[config.mk]
export PLATFORM = sky130hd
export DESIGN_NAME = stack_queue_opcode_engine_flat
export DESIGN_NICKNAME = d
export VERILOG_FILES = /design/src/rtl/core/sqoe_pkg.sv /design/src/rtl/core/sqoe_req_if.sv /design/src/rtl/core/sqoe_rsp_if.sv /design/src/rtl/core/sqoe_ram.sv /design/src/rtl/core/sqoe_ctrl.sv /design/src/rtl/core/stack_queue_opcode_engine.sv /design/src/flat_wrapper.sv
export SDC_FILE = /design/constraint.sdc
export NUM_CORES = 1
export LEC_CHECK = 0
export ABC_AREA = 1
export BUFFER_PORTS_ARGS = -buffer_cell sky130_fd_sc_hd__buf_2
export CELL_PAD_IN_SITES_DETAIL_PLACEMENT = 1
export CELL_PAD_IN_SITES_GLOBAL_PLACEMENT = 2
export CORE_MARGIN = 5
export CORE_UTILIZATION = 42
export DETAILED_ROUTE_END_ITERATION = 8
export PLACE_DENSITY_LB_ADDON = 0.25
export SYNTH_ARGS = -nofsm -noshare
export SYNTH_HDL_FRONTEND = slang
export SYNTH_SLANG_ARGS = --single-unit
[constraint.sdc]
create_clock -name clk -period 4.9 [get_ports clk]
set_clock_uncertainty 0.2 [all_clocks]
set_input_delay 0 -clock clk [delete_from_list [all_inputs] [get_ports clk]]
set_output_delay 0 -clock clk [all_outputs]
set_load 0.02 [all_outputs]
[src/rtl/core/sqoe_pkg.sv]
// shared types and codes for the stack/queue opcode engine
// no dependencies; imported by the interfaces, the controller and the top level
package sqoe_pkg;

	localparam int DATA_W = 32;
	localparam int DEFAULT_DEPTH = 32;

	localparam logic [2:0] OP_PUSH = 3'd0;
	localparam logic [2:0] OP_DUMP = 3'd1;
	localparam logic [2:0] OP_PEEK = 3'd2;
	localparam logic [2:0] OP_POP  = 3'd3;
	localparam logic [2:0] OP_SWAP = 3'd4;

	localparam logic [1:0] ERR_NONE  = 2'd0;
	localparam logic [1:0] ERR_EMPTY = 2'd1;
	localparam logic [1:0] ERR_SHORT = 2'd2;
	localparam logic [1:0] ERR_FULL  = 2'd3;

	typedef struct packed {
		logic signed [DATA_W-1:0] data_value;
		logic has_value;
		logic [1:0] error_code;
		logic last_result;
	} result_t;

endpackage

[src/rtl/core/sqoe_req_if.sv]
// request channel: opcode and push value with valid/ready handshake
// depends on sqoe_pkg
interface sqoe_req_if;
	import sqoe_pkg::*;

	logic valid;
	logic ready;
	logic [2:0] req_type;
	logic signed [DATA_W-1:0] push_value;

	modport source (output valid, output req_type, output push_value, input ready);
	modport sink (input valid, input req_type, input push_value, output ready);
endinterface

[src/rtl/core/sqoe_rsp_if.sv]
// result channel: one result per transfer with valid/ready handshake
// depends on sqoe_pkg
interface sqoe_rsp_if;
	import sqoe_pkg::*;

	logic valid;
	logic ready;
	logic signed [DATA_W-1:0] data_value;
	logic has_value;
	logic [1:0] error_code;
	logic last_result;

	modport source (output valid, output data_value, output has_value,
		output error_code, output last_result, input ready);
	modport sink (input valid, input data_value, input has_value,
		input error_code, input last_result, output ready);
endinterface

[src/rtl/core/sqoe_ram.sv]
// generic single write port, single read port ram with registered read data
// no dependencies
module sqoe_ram #(
	parameter int WIDTH = 32,
	parameter int DEPTH = 32
) (
	input  logic                     clk,
	input  logic                     we,
	input  logic [$clog2(DEPTH)-1:0] waddr,
	input  logic [WIDTH-1:0]         wdata,
	input  logic [$clog2(DEPTH)-1:0] raddr,
	output logic [WIDTH-1:0]         rdata
);
	logic [WIDTH-1:0] mem_q [DEPTH];

	always_ff @(posedge clk) begin
		if (we) begin
			mem_q[waddr] <= wdata;
		end
		rdata <= mem_q[raddr];
	end
endmodule

[src/rtl/core/sqoe_ctrl.sv]
// opcode sequencer: top pointer, element count, ram read-modify-write and result register
// depends on sqoe_pkg, sqoe_req_if, sqoe_rsp_if
module sqoe_ctrl #(
	parameter int DEPTH = sqoe_pkg::DEFAULT_DEPTH
) (
	input  logic                            clk,
	input  logic                            arst_n,
	input  logic                            queue_mode,
	sqoe_req_if.sink                        req,
	sqoe_rsp_if.source                      rsp,
	output logic                            mem_we,
	output logic [$clog2(DEPTH)-1:0]        mem_waddr,
	output logic [sqoe_pkg::DATA_W-1:0]     mem_wdata,
	output logic [$clog2(DEPTH)-1:0]        mem_raddr,
	input  logic [sqoe_pkg::DATA_W-1:0]     mem_rdata
);
	import sqoe_pkg::*;

	localparam int PW = $clog2(DEPTH);
	localparam int CW = $clog2(DEPTH + 1);
	localparam int SW = CW + 1;

	localparam logic [2:0] ST_IDLE   = 3'd0;
	localparam logic [2:0] ST_PEEK   = 3'd1;
	localparam logic [2:0] ST_DUMP   = 3'd2;
	localparam logic [2:0] ST_SWAP_A = 3'd3;
	localparam logic [2:0] ST_SWAP_B = 3'd4;
	localparam logic [2:0] ST_SWAP_C = 3'd5;

	logic [2:0] state_q, state_d;
	logic [PW-1:0] top_q, top_d;
	logic [CW-1:0] count_q, count_d;
	logic [CW-1:0] idx_q, idx_d;
	logic [DATA_W-1:0] tmp_q;
	logic out_valid_q;
	result_t res_q, res_d;
	logic emit;

	logic can_emit, accept, is_empty, is_full, has_two, dump_last;
	logic [PW-1:0] slot1, slot_cnt, top_dec, dump_slot;
	logic [CW-1:0] dump_off, idx_inc;

	// slot of the element that lies off places below the top, circular
	function automatic logic [PW-1:0] slot_of(input logic [PW-1:0] base,
		input logic [CW-1:0] off);
		logic [SW-1:0] sum;
		sum = SW'(base) + SW'(off);
		if (sum >= SW'(DEPTH)) begin
			sum = sum - SW'(DEPTH);
		end
		return sum[PW-1:0];
	endfunction

	assign can_emit  = !out_valid_q || rsp.ready;
	assign req.ready = (state_q == ST_IDLE) && can_emit;
	assign accept    = req.valid && req.ready;

	assign is_empty = (count_q == '0);
	assign is_full  = (count_q == CW'(DEPTH));
	assign has_two  = (count_q >= CW'(2));
	assign slot1    = slot_of(top_q, CW'(1));
	assign slot_cnt = slot_of(top_q, count_q);
	assign top_dec  = (top_q == '0) ? PW'(DEPTH - 1) : top_q - PW'(1);

	assign idx_inc   = idx_q + CW'(1);
	assign dump_last = (idx_inc == count_q);
	// read ahead to the next element when the current one leaves this cycle
	assign dump_off  = can_emit ? idx_inc : idx_q;
	assign dump_slot = slot_of(top_q, dump_off);

	always_comb begin
		case (state_q)
			ST_DUMP:   mem_raddr = dump_slot;
			ST_SWAP_A: mem_raddr = slot1;
			default:   mem_raddr = top_q;
		endcase
	end

	always_comb begin
		state_d   = state_q;
		top_d     = top_q;
		count_d   = count_q;
		idx_d     = idx_q;
		emit      = 1'b0;
		res_d     = '0;
		res_d.last_result = 1'b1;
		mem_we    = 1'b0;
		mem_waddr = top_q;
		mem_wdata = req.push_value;

		case (state_q)
			ST_IDLE: begin
				if (accept) begin
					case (req.req_type)
						OP_PUSH: begin
							emit = 1'b1;
							if (is_full) begin
								res_d.error_code = ERR_FULL;
							end else begin
								mem_we = 1'b1;
								if (queue_mode) begin
									mem_waddr = slot_cnt;
								end else begin
									mem_waddr = top_dec;
									top_d = top_dec;
								end
								count_d = count_q + CW'(1);
							end
						end
						OP_DUMP: begin
							if (is_empty) begin
								emit = 1'b1;
							end else begin
								idx_d = '0;
								state_d = ST_DUMP;
							end
						end
						OP_PEEK: begin
							if (is_empty) begin
								emit = 1'b1;
								res_d.error_code = ERR_EMPTY;
							end else begin
								state_d = ST_PEEK;
							end
						end
						OP_POP: begin
							emit = 1'b1;
							if (is_empty) begin
								res_d.error_code = ERR_EMPTY;
							end else begin
								top_d = slot1;
								count_d = count_q - CW'(1);
							end
						end
						OP_SWAP: begin
							if (has_two) begin
								state_d = ST_SWAP_A;
							end else begin
								emit = 1'b1;
								res_d.error_code = ERR_SHORT;
							end
						end
						default: begin
							emit = 1'b1;
						end
					endcase
				end
			end
			ST_PEEK: begin
				if (can_emit) begin
					emit = 1'b1;
					res_d.data_value = mem_rdata;
					res_d.has_value = 1'b1;
					state_d = ST_IDLE;
				end
			end
			ST_DUMP: begin
				if (can_emit) begin
					emit = 1'b1;
					res_d.data_value = mem_rdata;
					res_d.has_value = 1'b1;
					res_d.last_result = dump_last;
					idx_d = idx_inc;
					if (dump_last) begin
						state_d = ST_IDLE;
					end
				end
			end
			ST_SWAP_A: begin
				state_d = ST_SWAP_B;
			end
			ST_SWAP_B: begin
				// second element lands on the top slot
				mem_we = 1'b1;
				mem_waddr = top_q;
				mem_wdata = mem_rdata;
				state_d = ST_SWAP_C;
			end
			ST_SWAP_C: begin
				if (can_emit) begin
					mem_we = 1'b1;
					mem_waddr = slot1;
					mem_wdata = tmp_q;
					emit = 1'b1;
					state_d = ST_IDLE;
				end
			end
			default: begin
				state_d = ST_IDLE;
			end
		endcase
	end

	always_ff @(posedge clk or negedge arst_n) begin
		if (!arst_n) begin
			state_q <= ST_IDLE;
			top_q <= '0;
			count_q <= '0;
			idx_q <= '0;
			out_valid_q <= 1'b0;
		end else begin
			state_q <= state_d;
			top_q <= top_d;
			count_q <= count_d;
			idx_q <= idx_d;
			if (emit) begin
				out_valid_q <= 1'b1;
			end else if (rsp.ready) begin
				out_valid_q <= 1'b0;
			end
		end
	end

	always_ff @(posedge clk) begin
		if (emit) begin
			res_q <= res_d;
		end
		// old top element is held while the second one is read
		if (state_q == ST_SWAP_A) begin
			tmp_q <= mem_rdata;
		end
	end

	assign rsp.valid       = out_valid_q;
	assign rsp.data_value  = res_q.data_value;
	assign rsp.has_value   = res_q.has_value;
	assign rsp.error_code  = res_q.error_code;
	assign rsp.last_result = res_q.last_result;
endmodule

[src/rtl/core/stack_queue_opcode_engine.sv]
// Stack/queue opcode engine (top level): mode register, element ram and sequencer.
// Runs push, pop, peek, swap and dump opcodes on up to DEPTH signed values.
// Depends on sqoe_pkg, sqoe_req_if, sqoe_rsp_if, sqoe_ram, sqoe_ctrl.
//
// req carries one opcode per transfer (req_type, push_value); rsp returns results,
// one per transfer, last_result marking the final result of an opcode.
// cfg_we/cfg_wdata write queue_mode: 0 pushes at the top, 1 appends at the bottom.
// Elements live in a single-port-write, registered-read ram used as a circular
// buffer around the top pointer.
// Push, pop, unused codes, dump of an empty store and every opcode answered
// with an error code finish in the transfer cycle; peek adds a ram read; swap
// steps through read top, read second, write top, write second (single write
// port); dump streams its elements, one ram read per cycle unless the receiver stalls.
// The result register loads in the last cycle of an opcode: the transfer cycle
// for push, pop, unused codes and errors, after the ram read for peek and for
// each dump element, and with the second write for swap. A new opcode is taken
// once the previous one is done and the result register is free or drained.
// Reset empties the store and sets stack mode; ram contents are not cleared.
// A stalled receiver holds the result register; the sequencer waits in the
// state that produces the next result.
module stack_queue_opcode_engine #(
	parameter int DEPTH = sqoe_pkg::DEFAULT_DEPTH
) (
	input  logic clk,
	input  logic arst_n,
	sqoe_req_if.sink   req,
	sqoe_rsp_if.source rsp,
	input  logic cfg_we,
	input  logic cfg_wdata
);
	import sqoe_pkg::*;

	localparam int PW = $clog2(DEPTH);

	logic queue_mode_q;
	logic mem_we;
	logic [PW-1:0] mem_waddr, mem_raddr;
	logic [DATA_W-1:0] mem_wdata, mem_rdata;

	always_ff @(posedge clk or negedge arst_n) begin
		if (!arst_n) begin
			queue_mode_q <= 1'b0;
		end else if (cfg_we) begin
			queue_mode_q <= cfg_wdata;
		end
	end

	sqoe_ram #(
		.WIDTH(DATA_W),
		.DEPTH(DEPTH)
	) u_ram (
		.clk   (clk),
		.we    (mem_we),
		.waddr (mem_waddr),
		.wdata (mem_wdata),
		.raddr (mem_raddr),
		.rdata (mem_rdata)
	);

	sqoe_ctrl #(
		.DEPTH(DEPTH)
	) u_ctrl (
		.clk        (clk),
		.arst_n     (arst_n),
		.queue_mode (queue_mode_q),
		.req        (req),
		.rsp        (rsp),
		.mem_we     (mem_we),
		.mem_waddr  (mem_waddr),
		.mem_wdata  (mem_wdata),
		.mem_raddr  (mem_raddr),
		.mem_rdata  (mem_rdata)
	);
endmodule

[src/flat_wrapper.sv]
// flat-port wrapper written by rule: the top's interface ports become plain ports
module stack_queue_opcode_engine_flat import sqoe_pkg::*;
#(
	parameter int DEPTH = sqoe_pkg::DEFAULT_DEPTH
)
  (clk, arst_n, cfg_we, cfg_wdata, req_valid, req_req_type, req_push_value, req_ready, rsp_valid, rsp_data_value, rsp_has_value, rsp_error_code, rsp_last_result, rsp_ready);
  sqoe_req_if req_i ();
  sqoe_rsp_if rsp_i ();
  input  logic clk;
  input  logic arst_n;
  input  logic cfg_we;
  input  logic cfg_wdata;
  input wire logic [$bits(req_i.valid)-1:0] req_valid;
  input wire logic [$bits(req_i.req_type)-1:0] req_req_type;
  input wire logic [$bits(req_i.push_value)-1:0] req_push_value;
  output wire logic [$bits(req_i.ready)-1:0] req_ready;
  output wire logic [$bits(rsp_i.valid)-1:0] rsp_valid;
  output wire logic [$bits(rsp_i.data_value)-1:0] rsp_data_value;
  output wire logic [$bits(rsp_i.has_value)-1:0] rsp_has_value;
  output wire logic [$bits(rsp_i.error_code)-1:0] rsp_error_code;
  output wire logic [$bits(rsp_i.last_result)-1:0] rsp_last_result;
  input wire logic [$bits(rsp_i.ready)-1:0] rsp_ready;
  assign req_i.valid = req_valid;
  assign req_i.req_type = req_req_type;
  assign req_i.push_value = req_push_value;
  assign req_ready = req_i.ready;
  assign rsp_valid = rsp_i.valid;
  assign rsp_data_value = rsp_i.data_value;
  assign rsp_has_value = rsp_i.has_value;
  assign rsp_error_code = rsp_i.error_code;
  assign rsp_last_result = rsp_i.last_result;
  assign rsp_i.ready = rsp_ready;
  stack_queue_opcode_engine #(.DEPTH(DEPTH)) u_core (.clk(clk), .arst_n(arst_n), .req(req_i), .rsp(rsp_i), .cfg_we(cfg_we), .cfg_wdata(cfg_wdata));
endmodule
### Yosys cells after proc, flatten, opt, wreduce, memory -nomap -nowiden

Memories as Yosys holds them, arrays and structs flattened. A register that Yosys moved wholly into a read port is not among the register bits.
Cells that the tools add are included.
Widths: inputs -> output; s select.

| word-level totals | value |
|---|---|
| flip-flop bits (word level) | 90 |
| RAM bits | 1024 |
| input port bits | 41 |
| output and inout bits | 38 |
| logic and storage cells | 126 |
| memories | 1 |

Memory list:

| name | words | bits a word | rd ports | clocked after memory_dff | write ports | line | text |
|---|---|---|---|---|---|---|---|
| u_core.u_ram.mem_q | 32 | 32 | 1 | 1 | 1 | sqoe_ram.sv:14 | `logic [WIDTH-1:0] mem_q [DEPTH];` |

| operators by class | value |
|---|---|
| add/subtract/negate cells | 10 |
| $lt $le $gt $ge | 4 |
| equal/unequal tests | 24 |
| multiplexer cells | 53 |
| reduce and logical (&&, ||, !) cells | 23 |

Operators with widths:

| operator | number |
|---|---|
| $pmux 32 s2 | 1 |
| $mux 5 | 12 |
| $mux 6 | 6 |
| $mux 32 | 1 |
| $pmux 5 s2 | 3 |
| $pmux 6 s2 | 2 |
| $mux 3 | 7 |
| $sub 5x1->5 const B | 4 |
| $pmux 3 s5 | 1 |
| $add 5x6->7 | 2 |
| $ge 7x6->1 const B | 2 |
| $ne 2x2->1 const B | 7 |
| $mux 1 | 13 |
| $add 6x1->6 const B | 2 |
| $eq 3x2->1 const B | 4 |
| $eq 3x3->1 const B | 3 |
| $ne 3x3->1 const B | 3 |
| $pmux 3 s3 | 1 |
| $reduce_and 8->1 | 1 |
| $reduce_or 2->1 | 4 |
| $add 5x1->6 const B | 1 |
| $eq 3x1->1 const B | 2 |
| $eq 6x6->1 | 1 |
| $eq 6x6->1 const B | 1 |
| other kinds (21) | 30 |

### Depth between registers and ports, before layout

Gate-level depths: netlist of run 1.

| logic depth | value |
|---|---|
| depth after elaboration | 8 |
| mapped depth | 21 |
| depth with buffers taken out | 18 |

### Cells and area by module

Synthesis of run 1 repeated with hierarchy kept, for this count alone.

| unflattened totals | value |
|---|---|
| cell total of the unflattened synthesis | 4147 |
| area total of the unflattened synthesis | 47695.7 µm² |

By module, submodules not included:

| module | instances | cells an instance | area an instance (µm²) | seq. area each (µm²) |
|---|---|---|---|---|
| sqoe_ram | 1 | 3536 | 42405.7 | 31390.1 |
| sqoe_ctrl | 1 | 606 | 5250.0 | 2567.5 |
| stack_queue_opcode_engine | 1 | 5 | 40.0 | 25.0 |

### Worst setup path before layout of run 1

OpenSTA, ideal clock, no wires.

| timing | value |
|---|---|
| path kind | reg-to-reg |
| from | register u_core.u_ctrl.top_q[0] |
| to | memory u_core.u_ram.mem_q[4][0] (enable) |
| data arrival time | 3.324 ns |
| setup slack | 0.955 ns |
| cell stages (with the launch flop) | 13 |
| buffers on the path | 0 |
| period minus slack after synthesis | 3.945 ns |
| cells stage by stage | dfrtp_1 ha_1 inv_1 fa_1 nand3b_1 a21o_1 nand3_1 nand3_1 nand2_1 nand2_1 nor2_1 nand2_1 nor2_1 |

| between the ends | value |
|---|---|
| longest elaborated chain between the ends | 8 |

Ends and longest elaborated chain:

| item | line | text |
|---|---|---|
| start, declared | sqoe_ctrl.sv:31 | `logic [PW-1:0] top_q, top_d;` |
| start signal, assigned | sqoe_ctrl.sv:203 | `top_q <= top_d;` |
| $add 5x6->7 | sqoe_ctrl.sv:47 | `sum = SW'(base) + SW'(off);` |
| $ge 7x6->1 or $sub 5x1->5 (tied branches) | sqoe_ctrl.sv:48, sqoe_ctrl.sv:49 |  |
| $mux 5 | sqoe_ctrl.sv:48 | `if (sum >= SW'(DEPTH)) begin` |
| $mux 5 | sqoe_ctrl.sv:101 | `if (queue_mode) begin` |
| $mux 5 | sqoe_ctrl.sv:97 | `if (is_full) begin` |
| $mux 5 | sqoe_ctrl.sv:94 | `case (req.req_type)` |
| $mux 5 | sqoe_ctrl.sv:93 | `if (accept) begin` |
| $pmux 5 s2 (*) | sqoe_ctrl.sv:91 | `case (state_q)` |
| end, declared | sqoe_ram.sv:14 |  |

Every way passes the cells marked *; elsewhere a longest branch is shown, timed or not.

### Worst setup path after layout of run 1

| timing | value |
|---|---|
| from | register u_core.u_ctrl.out_valid_q, in the netlist u_core.u_ctrl.rsp.valid |
| to | memory u_core.u_ram.mem_q[29][17] (enable) |

| between the ends | value |
|---|---|
| longest elaborated chain between the ends | 8 |

Ends and longest elaborated chain:

| item | line | text |
|---|---|---|
| start, declared | sqoe_ctrl.sv:35 | `logic out_valid_q;` |
| start signal, assigned | sqoe_ctrl.sv:200 | `out_valid_q <= 1'b0;` |
| start signal, assigned | sqoe_ctrl.sv:207 | `out_valid_q <= 1'b1;` |
| start signal, assigned | sqoe_ctrl.sv:209 | `out_valid_q <= 1'b0;` |
| $logic_not 1->1 (*) | sqoe_ctrl.sv:54 | `assign can_emit = !out_valid_q \|\| rsp.ready;` |
| $logic_or 1x1->1 (*) | sqoe_ctrl.sv:54 |  |
| $logic_and 1x1->1 | sqoe_ctrl.sv:55 | `assign req.ready = (state_q == ST_IDLE) && can_emit;` |
| $logic_and 1x1->1 | sqoe_ctrl.sv:56 | `assign accept = req.valid && req.ready;` |
| $mux 1 | sqoe_ctrl.sv:93 |  |
| $pmux 1 s3 | sqoe_ctrl.sv:91 |  |
| $mux 1 | sqoe_ram.sv:17 | `if (we) begin` |
| $mux 1 (implied by the code) | sqoe_ram.sv:18 | `mem_q[waddr] <= wdata;` |

Marks and branches as above.

==> flow_summary.html, run 1 <==
<table>
<tr><th>Metric</th><th>Value</th></tr>
<tr><th colspan="2">Outcome</th></tr>
<tr><td>Run status</td><td>finished, final reports clean</td></tr>
<tr><th colspan="2">Clocking</th></tr>
<tr><td>Maximum buffer depth of the clock tree</td><td>3</td></tr>
<tr><td>Clk slew on worst S/H paths</td><td>60 ps</td></tr>
<tr><td>Cell at the root of the clock tree</td><td>sky130_fd_sc_hd__clkbuf_16</td></tr>
<tr><td>Post-cts resize count</td><td>0</td></tr>
<tr><td>Total number of H-tree levels</td><td>4</td></tr>
<tr><td>Worst-skew pair later-pin latency</td><td>750 ps</td></tr>
<tr><td>Inserted Clock Buffers</td><td>131</td></tr>
<tr><td>TritonCTS clock tree</td><td>yes</td></tr>
<tr><td>Clock tree sinks</td><td>1146</td></tr>
<tr><th colspan="2">Detailed routing</th></tr>
<tr><td>Count of vias placed by the detailed router</td><td>39300</td></tr>
<tr><td>Wirelength per Cell</td><td>26.3 um</td></tr>
<tr><td>Detail-routed via count per cell</td><td>5.66</td></tr>
<tr><td>Post-detailed-route count of antenna-violating nets</td><td>0</td></tr>
<tr><td>Number of design-rule violations left by the first detailed-router iteration</td><td>3484</td></tr>
<tr><td>Drt first pass iters</td><td>8</td></tr>
<tr><td>Residual DRC count</td><td>0</td></tr>
<tr><td>Total routed wirelength</td><td>183 mm</td></tr>
<tr><th colspan="2">Yosys</th></tr>
<tr><td>Syn Std Cell Area</td><td>52300 um^2</td></tr>
<tr><td>Seq/Total Area, Yosys</td><td>65.0%</td></tr>
<tr><td>Synthesized instance count</td><td>5153</td></tr>
<tr><td>Largest family of logic cells by synthesized area</td><td>simple AND/OR/NAND/NOR gates</td></tr>
<tr><td>Post-synthesis sequential element count</td><td>1146</td></tr>
<tr><td>Post-synthesis simple-gate area fraction</td><td>22.2%</td></tr>
<tr><td>Synth Area in Compound Gates</td><td>1.14%</td></tr>
<tr><td>XOR/XNOR share of the synthesized area</td><td>0.285%</td></tr>
<tr><td>Post-Synthesis Net Count</td><td>5212</td></tr>
<tr><td>Count of synthesis-stage warnings from yosys</td><td>0</td></tr>
<tr><td>Mux share of post-synthesis cell area</td><td>0%</td></tr>
<tr><td>Unique masters post-synth</td><td>39</td></tr>
<tr><td>Dominant register cell in the synthesized netlist</td><td>sky130_fd_sc_hd__edfxtp_1</td></tr>
<tr><td>Mean instance size in the synthesized netlist</td><td>10.2 um^2</td></tr>
<tr><td>Arithmetic-cell share of the synthesized area counting full adders, half adders and majority gates</td><td>0.474%</td></tr>
<tr><td>Share of flip-flops with an asynchronous set or reset after synthesis</td><td>1.92%</td></tr>
<tr><td>Post-synth EDFFs</td><td>1092</td></tr>
<tr><th colspan="2">Placement</th></tr>
<tr><td>Final Wtd Congestion</td><td>0.814</td></tr>
<tr><td>Number of buffers inserted by port buffering</td><td>78</td></tr>
<tr><td>Final HPWL from detailed placement</td><td>98.6 mm</td></tr>
<tr><td>Dpl cell area</td><td>55100 um^2</td></tr>
<tr><th colspan="2">Floorplan</th></tr>
<tr><td>Number of rows in the core area</td><td>129</td></tr>
<tr><td>Starting Density</td><td>42.3%</td></tr>
<tr><td>Horiz. Die Dim</td><td>363 um</td></tr>
<tr><td>Die Y</td><td>363 um</td></tr>
<tr><td>Area of the die</td><td>132000 um^2</td></tr>
<tr><td>Area of the core region</td><td>124000 um^2</td></tr>
<tr><td>IO Pins</td><td>79</td></tr>
<tr><th colspan="2">Critical path</th></tr>
<tr><td>Required @ worst endpoint</td><td>5060 ps</td></tr>
<tr><td>Worst reg2reg setup slack</td><td>410 ps</td></tr>
<tr><td>Critical path arrival</td><td>4660 ps</td></tr>
<tr><td>Number of cell instances on the worst register-to-register path</td><td>12</td></tr>
<tr><td>Element type at the critical path end</td><td>register</td></tr>
<tr><td>Biggest fanout along the worst timing path</td><td>25</td></tr>
<tr><td>Type of the setup path with the least slack</td><td>register to register</td></tr>
<tr><td>Kind of start point of the critical path</td><td>register</td></tr>
<tr><td>Launch instance of the worst register-to-register path</td><td>u_core.u_ctrl.rsp.valid$_DFFE_PN0P_</td></tr>
<tr><td>R2R Path End</td><td>u_core.u_ram.mem_q[29][17]$_DFFE_PP_</td></tr>
<tr><th colspan="2">Power and ir drop</th></tr>
<tr><td>Peak VDD IR</td><td>1.33 mV</td></tr>
<tr><td>Leakage power total</td><td>25.1 nW</td></tr>
<tr><td>Power Dens Cells</td><td>782 nW/um^2</td></tr>
<tr><th colspan="2">Timing</th></tr>
<tr><td>Final period utilization</td><td>91.7%</td></tr>
<tr><td>Fin. Hold Viols</td><td>0</td></tr>
<tr><td>Number of max-slew violations in the final report</td><td>0</td></tr>
<tr><td>Worst rel slew slack</td><td>9.39%</td></tr>
<tr><td>Post-route minimum period</td><td>4490 ps</td></tr>
<tr><td>Setup repair after global routing missed its margin</td><td>no</td></tr>
<tr><td>Maximum clock frequency</td><td>223 MHz</td></tr>
<tr><td>Total negative slack</td><td>0 ps</td></tr>
<tr><td>Final setup vio count</td><td>0</td></tr>
<tr><td>Slew at the pin closest to its max-slew limit</td><td>1360 ps</td></tr>
<tr><th colspan="2">Global route</th></tr>
<tr><td>Met2 Usage GRT</td><td>45.6%</td></tr>
<tr><td>Pin count of the biggest net entering global routing</td><td>205</td></tr>
<tr><td>Met3 usage</td><td>4.14%</td></tr>
<tr><td>GRT Total Usage</td><td>27.3%</td></tr>
<tr><td>Met1 Use GR</td><td>37.0%</td></tr>
<tr><td>GRT overflow</td><td>0</td></tr>
<tr><td>Via count of the first global-routing pass</td><td>39900</td></tr>
<tr><td>Wire length of the first global-routing pass</td><td>268 mm</td></tr>
<tr><td>Layer with the highest usage</td><td>met2</td></tr>
<tr><td>Initial antenna violation count</td><td>3</td></tr>
<tr><th colspan="2">Flow run</th></tr>
<tr><td>Max-capacitance violation count</td><td>0</td></tr>
<tr><th colspan="2">Cells and area</th></tr>
<tr><td>Area added between synthesis and finish</td><td>14.2%</td></tr>
<tr><td>Total number of nets in the final design</td><td>5270</td></tr>
<tr><td>Fraction of layout instances using a drive strength above 1</td><td>8.83%</td></tr>
<tr><td>Post-layout util</td><td>48.3%</td></tr>
<tr><td>Number of antenna cells inserted</td><td>0</td></tr>
<tr><td>Summed area of non-filler cells in the final layout</td><td>59700 um^2</td></tr>
<tr><th colspan="2">Min path</th></tr>
<tr><td>Hold Path Class</td><td>input port to async pin</td></tr>
</table>
[layout make-up]
cell class | instances | area, um^2
clock buffer | 187 | 3740
clock inverter | 46 | 383
fill | 13400 | 64100
inverter | 1113 | 4180
multi-input combinational | 2542 | 13000
sequential | 1146 | 34000
tap | 1637 | 2050
timing repair buffer | 277 | 2420
[per-layer routing]
metal	vias up	share of wire (%)
li1	17600	-
met1	20300	44
met2	1223	48
met3	282	5.5
met4	0	3.2
met5	-	0
[metrics by stage]
| stage | setup WS (ps) | hold slack (ps) | total power [mW] | cells |
|---|---|---|---|---|
| finish | 406 | 85.7 | 46.7 | 6948 |
| global route | 114 | 107 | 49.4 | 6948 |
| CTS | 386 | 31.4 | 46.9 | 6948 |
| detailed placement | 402 | -136 | 37.2 | 6664 |
| global placement | 489 | -152 | 36.9 | 6664 |
| floorplan | 955 | -496 | 28.0 | 5153 |
[worst max-delay path: stages (launching register included)]
cell                       delay (ps)
sky130_fd_sc_hd__dfrtp_1          370
sky130_fd_sc_hd__inv_1             60
sky130_fd_sc_hd__nor2_1           360
sky130_fd_sc_hd__inv_1            300
sky130_fd_sc_hd__nand2_2          170
sky130_fd_sc_hd__buf_4            290
sky130_fd_sc_hd__clkinv_1         450
sky130_fd_sc_hd__nand2_1          180
sky130_fd_sc_hd__o21ai_0          120
sky130_fd_sc_hd__nor2_1           320
sky130_fd_sc_hd__nand2_1          540
sky130_fd_sc_hd__nor2_4           240
sky130_fd_sc_hd__buf_4            520
[state kept, by name (all words and copies together) (netlist names)]
name and cells:
u_core.u_ctrl.rsp.error_code 2, u_core.u_ctrl.idx_q 6, u_core.u_ctrl.rsp.valid 1, u_core.u_ctrl.rsp.has_value 1
u_core.u_ctrl.rsp.data_value 32, u_core.queue_mode_q 1, u_core.u_ctrl.rsp.last_result 1, u_core.u_ctrl.tmp_q 32
u_core.u_ctrl.state_q 3, u_core.u_ram.mem_q 1024, u_core.u_ctrl.top_q 5, u_core.u_ram.rdata 32
u_core.u_ctrl.count_q 6
[cell families after synthesis]
group                      after synthesis
adders and majority gates               18
xor gates and xnor gates                17
and+or+nand+nor                       2411
DFF                                   1146
buffers and inverters                 1465
AOI/OAI and AO/OA                       96
[timing repair]
action | CTS | global route
hold endpoints to repair | 1090 | 0
setup buffers | 0 | 0
hold buffers | 51 | 0
[where the power goes]
part           internal (mW)  switching (mW)
sequential              12.2           0.606
combinational           6.68            17.6
clock                   5.61            3.98
total                   24.5            22.2
[cells in the mapped netlist, drive strengths merged, types with 4 or more instances]
master | n | share of area (%)
nand4 | 523 | 6.3
nor2 | 97 | 0.73
a21oi | 19 | 0.20
dfrtp | 22 | 1.1
or2 | 4 | 0.048
xor2 | 12 | 0.20
dfxtp | 32 | 1.2
clkbuf | 154 | 1.1
nand2 | 810 | 5.8
edfxtp | 1092 | 63
o211ai | 33 | 0.47
inv | 1111 | 8.0
ha | 15 | 0.36
o21ai | 35 | 0.34
nand3 | 972 | 9.3
xnor2 | 5 | 0.084
buf | 198 | 1.8
[placed cells by master (no fill, tap or decap), types with 34 or more instances in the layout]
cell and count:
sky130_fd_sc_hd__inv_1 1106, sky130_fd_sc_hd__edfxtp_1 1092, sky130_fd_sc_hd__nand3_1 970, sky130_fd_sc_hd__nand2_1 804, sky130_fd_sc_hd__nand4_1 523, sky130_fd_sc_hd__clkbuf_16 135
sky130_fd_sc_hd__buf_4 116, sky130_fd_sc_hd__buf_2 78, sky130_fd_sc_hd__nor2_1 62, sky130_fd_sc_hd__dlygate4sd3_1 50, sky130_fd_sc_hd__clkbuf_1 35, sky130_fd_sc_hd__nor2_4 34
[worst max-delay path by stage]
stage / startpoint / end / slack, ps / depth (start not counted)
after floorplan: u_core.u_ctrl.top_q[0]$_DFFE_PN0P_ / u_core.u_ram.mem_q[4][0]$_DFFE_PP_ / 950 / 12
after global placement: u_core.u_ctrl.rsp.valid$_DFFE_PN0P_ / u_core.u_ram.mem_q[29][22]$_DFFE_PP_ / 490 / 12
after detailed placement: u_core.u_ctrl.rsp.valid$_DFFE_PN0P_ / u_core.u_ram.mem_q[29][12]$_DFFE_PP_ / 400 / 12
after CTS: u_core.u_ctrl.rsp.valid$_DFFE_PN0P_ / u_core.u_ram.mem_q[29][14]$_DFFE_PP_ / 390 / 12
after global routing: u_core.u_ctrl.rsp.valid$_DFFE_PN0P_ / u_core.u_ram.mem_q[29][17]$_DFFE_PP_ / 110 / 12
final: u_core.u_ctrl.rsp.valid$_DFFE_PN0P_ / u_core.u_ram.mem_q[29][17]$_DFFE_PP_ / 410 / 12
(Power assumes the default switching activity.)
==> inputs of run 2 (changes only) <==
CTS_BUF_LIST = sky130_fd_sc_hd__clkbuf_4   (was not set)
==> flow_summary.html, run 2 (synthesized netlist as in run 1, its figures left out) <==
<table>
<tr><th>Metric</th><th>Value</th></tr>
<tr><th colspan="2">Outcome</th></tr>
<tr><td>Run status</td><td>finished, final reports clean</td></tr>
<tr><th colspan="2">Timing</th></tr>
<tr><td>Final period utilization</td><td>93.9% (+2.2 points)</td></tr>
<tr><td>Slew at the pin closest to its max-slew limit</td><td>1270 ps (-87.7 ps)</td></tr>
<tr><td>Worst rel slew slack</td><td>15.2% (+5.8 points)</td></tr>
<tr><td>Total negative slack</td><td>0 ps (unchanged)</td></tr>
<tr><td>Final setup vio count</td><td>0 (unchanged)</td></tr>
<tr><td>Setup repair after global routing missed its margin</td><td>no</td></tr>
<tr><td>Maximum clock frequency</td><td>217 MHz (-2.3%)</td></tr>
<tr><td>Number of max-slew violations in the final report</td><td>0 (unchanged)</td></tr>
<tr><td>Post-route minimum period</td><td>4600 ps (+106 ps)</td></tr>
<tr><td>Fin. Hold Viols</td><td>0 (unchanged)</td></tr>
<tr><th colspan="2">Clocking</th></tr>
<tr><td>Clock tree sinks</td><td>1146 (unchanged)</td></tr>
<tr><td>Maximum buffer depth of the clock tree</td><td>4 (+1)</td></tr>
<tr><td>Inserted Clock Buffers</td><td>331 (+150%)</td></tr>
<tr><td>Cell at the root of the clock tree</td><td>sky130_fd_sc_hd__clkbuf_4</td></tr>
<tr><td>TritonCTS clock tree</td><td>yes</td></tr>
<tr><td>Clk slew on worst S/H paths</td><td>70 ps (about the same)</td></tr>
<tr><td>Worst-skew pair later-pin latency</td><td>1280 ps (+530 ps)</td></tr>
<tr><td>Total number of H-tree levels</td><td>5 (+1)</td></tr>
<tr><th colspan="2">Cells and area</th></tr>
<tr><td>Register with the highest flop count</td><td>u_core.u_ram.mem_q</td></tr>
<tr><td>Filler Cell Count</td><td>13700 (+2.3%)</td></tr>
<tr><td>Fraction of layout instances using a drive strength above 1</td><td>14.3% (+5.4 points)</td></tr>
<tr><td>Sequential cell area</td><td>34000 um^2 (unchanged)</td></tr>
<tr><td>Most frequent cells in the layout</td><td>1106 x sky130_fd_sc_hd__inv_1, 1092 x sky130_fd_sc_hd__edfxtp_1, 970 x sky130_fd_sc_hd__nand3_1</td></tr>
<tr><td>Multi-input gate area</td><td>13000 um^2 (unchanged)</td></tr>
<tr><td>Post-layout util</td><td>48.6% (+0.32 points)</td></tr>
<tr><td>Number of non-filler instances in the completed layout</td><td>7333 (+5.5%)</td></tr>
<tr><td>Most frequent standard cell in the layout excluding fill and tap cells</td><td>sky130_fd_sc_hd__inv_1</td></tr>
<tr><td>Summed area of non-filler cells in the final layout</td><td>60100 um^2 (+0.66%)</td></tr>
<tr><td>Max FFs per register</td><td>1024 (unchanged)</td></tr>
<tr><td>Area added between synthesis and finish</td><td>15.0%</td></tr>
<tr><td>Total number of nets in the final design</td><td>5512 (+4.6%)</td></tr>
<tr><th colspan="2">Critical path</th></tr>
<tr><td>Required @ worst endpoint</td><td>5540 ps (+480 ps)</td></tr>
<tr><td>Capture point of the worst path</td><td>u_core.u_ram.mem_q[24][31]$_DFFE_PP_</td></tr>
<tr><td>Cell at the slowest stage of the critical path</td><td>sky130_fd_sc_hd__dlygate4sd3_1</td></tr>
<tr><td>Kind of start point of the critical path</td><td>register</td></tr>
<tr><td>R2R Path End</td><td>u_core.u_ram.mem_q[24][31]$_DFFE_PP_</td></tr>
<tr><td>Type of the setup path with the least slack</td><td>register to register</td></tr>
<tr><td>Number of cell instances on the worst register-to-register path</td><td>13 (+1)</td></tr>
<tr><td>Critical path arrival</td><td>5240 ps (+580 ps)</td></tr>
<tr><td>Ordered list of cells on the worst path</td><td>nor2_1 &gt; nand2_2 &gt; nor3_2 &gt; dlygate4sd3_1 &gt; inv_1 &gt; nor2_4 &gt; nand2_1 &gt; nand3_1 &gt; nand2_1 &gt; nor2_1 &gt; nand2_1 &gt; nor2_4 &gt; buf_4</td></tr>
<tr><td>Biggest fanout along the worst timing path</td><td>20 (-20%)</td></tr>
<tr><td>Worst reg2reg setup slack</td><td>300 ps (-110 ps)</td></tr>
<tr><td>Setup crit start</td><td>u_core.u_ctrl.state_q[1]$_DFFE_PN0P_</td></tr>
<tr><td>Cell mode on critical path</td><td>sky130_fd_sc_hd__nand2_1</td></tr>
<tr><td>Launch instance of the worst register-to-register path</td><td>u_core.u_ctrl.state_q[1]$_DFFE_PN0P_</td></tr>
<tr><td>Element type at the critical path end</td><td>register</td></tr>
<tr><td>Largest stage delay, worst path</td><td>650 ps (+110 ps)</td></tr>
<tr><th colspan="2">Placement</th></tr>
<tr><td>Number of buffers inserted by port buffering</td><td>78 (unchanged)</td></tr>
<tr><td>Final Wtd Congestion</td><td>0.814 (unchanged)</td></tr>
<tr><td>DP Cell Count</td><td>6664 (unchanged)</td></tr>
<tr><td>Dpl cell area</td><td>55100 um^2 (unchanged)</td></tr>
<tr><td>Final HPWL from detailed placement</td><td>98.6 mm (unchanged)</td></tr>
<tr><th colspan="2">Detailed routing</th></tr>
<tr><td>Number of design-rule violations left by the first detailed-router iteration</td><td>3531 (+1.3%)</td></tr>
<tr><td>Detail-routed via count per cell</td><td>5.56 (-1.8%)</td></tr>
<tr><td>Drt first pass iters</td><td>6 (-2)</td></tr>
<tr><td>Count of vias placed by the detailed router</td><td>40800 (+3.7%)</td></tr>
<tr><td>Post-detailed-route count of antenna-violating nets</td><td>0 (unchanged)</td></tr>
<tr><td>Total routed wirelength</td><td>185 mm (+1.2%)</td></tr>
<tr><td>Residual DRC count</td><td>0 (unchanged)</td></tr>
<tr><td>Wirelength per Cell</td><td>25.2 um (-4.1%)</td></tr>
<tr><th colspan="2">Floorplan</th></tr>
<tr><td>IO Pins</td><td>79 (unchanged)</td></tr>
<tr><td>Starting Density</td><td>42.3% (unchanged)</td></tr>
<tr><td>Area of the die</td><td>132000 um^2 (unchanged)</td></tr>
<tr><td>Number of rows in the core area</td><td>129 (unchanged)</td></tr>
<tr><td>Horiz. Die Dim</td><td>363 um (unchanged)</td></tr>
<tr><td>Die Y</td><td>363 um (unchanged)</td></tr>
<tr><td>Area of the core region</td><td>124000 um^2 (unchanged)</td></tr>
<tr><th colspan="2">Power and ir drop</th></tr>
<tr><td>Peak VDD IR</td><td>1.39 mV (+4.2%)</td></tr>
<tr><td>Power Dens Cells</td><td>766 nW/um^2 (-2.0%)</td></tr>
<tr><td>Leakage power total</td><td>25.7 nW (+2.5%)</td></tr>
<tr><th colspan="2">Global route</th></tr>
<tr><td>Wire length of the first global-routing pass</td><td>271 mm (+1.1%)</td></tr>
<tr><td>GRT overflow</td><td>0 (unchanged)</td></tr>
<tr><td>Initial antenna violation count</td><td>9 (+6)</td></tr>
<tr><td>GRT Total Usage</td><td>27.6% (+0.31 points)</td></tr>
<tr><td>Pin count of the biggest net entering global routing</td><td>205 (unchanged)</td></tr>
<tr><td>Via count of the first global-routing pass</td><td>41600 (+4.4%)</td></tr>
<tr><th colspan="2">Flow run</th></tr>
<tr><td>Max-capacitance violation count</td><td>0 (unchanged)</td></tr>
<tr><th colspan="2">Min path</th></tr>
<tr><td>Hold Path Class</td><td>input port to async pin</td></tr>
</table>
==> run 2: cell count changes in the layout (fill, tap and decap cells not counted), sizes merged <==
cell         delta
bufinv          -6
clkbuf        +330
clkinv         +14
diode           +5
dlygate4sd3    +42
==> run 2: metal layers <==
layer  vias to the layer above  track usage [%]  part of all wire (%)
met5                         -                0                 0.038
met4                        10             13.4                   4.7
met3                       455             5.82                   6.7
met2                      1436             44.6                    47
met1                     20600             35.8                    42
li1                      18300                -                     -
==> run 2: critical path, delay by kind of cell, from the launching register on <==
| family | cells | cell delay, ps |
|---|---|---|
| buffers and inverters | 3 | 1260 |
| flip-flops | 1 | 480 |
| AND/OR/NAND/NOR | 10 | 2250 |
==> run 2: worst min path at each step <==
stage / start / end / slack [ps] / depth (start not counted)
after floorplan: arst_n / u_core.queue_mode_q$_DFFE_PN0P_ / -500 / 0
after global placement: arst_n / u_core.queue_mode_q$_DFFE_PN0P_ / -150 / 1
after detailed placement: arst_n / u_core.queue_mode_q$_DFFE_PN0P_ / -140 / 1
after CTS: arst_n / u_core.u_ctrl.top_q[1]$_DFFE_PN0P_ / 4 / 5
after global routing: arst_n / u_core.u_ctrl.top_q[1]$_DFFE_PN0P_ / 180 / 5
final: arst_n / u_core.u_ctrl.top_q[1]$_DFFE_PN0P_ / 250 / 5
==> run 2: final cells by class <==
class                      count  share of cell area [%]
inverter                    1113                    6.96
clock inverter                54                   0.343
sequential                  1146                    56.5
tap                         1637                    3.41
timing repair buffer         319                    4.73
antenna                        5                  0.0208
clock buffer                 517                    6.45
multi-input combinational   2542                    21.6
==> run 2: what timing repair did <==
action	in CTS	in global routing
setup buffers	0	0
endpoints found under the hold margin	1139	0
hold buffers	93	0
resized for setup	0	0
==> run 2: report_power, final <==
group,internal [mW],leakage [nW],switching (mW)
registers,12.2,10.4,0.615
logic,6.70,12.8,17.7
clock network,4.75,2.48,4.15
==> run 2: stage by stage <==
step	total power [mW]	hold slack [ps]	setup WS [ps]
2_1_floorplan	28.0	-496	955
3_3_place_gp	36.9	-152	489
3_5_place_dp	37.2	-136	402
4_1_cts	46.3	3.62	346
5_1_grt	48.9	182	80.3
6_report	46.0	250	300
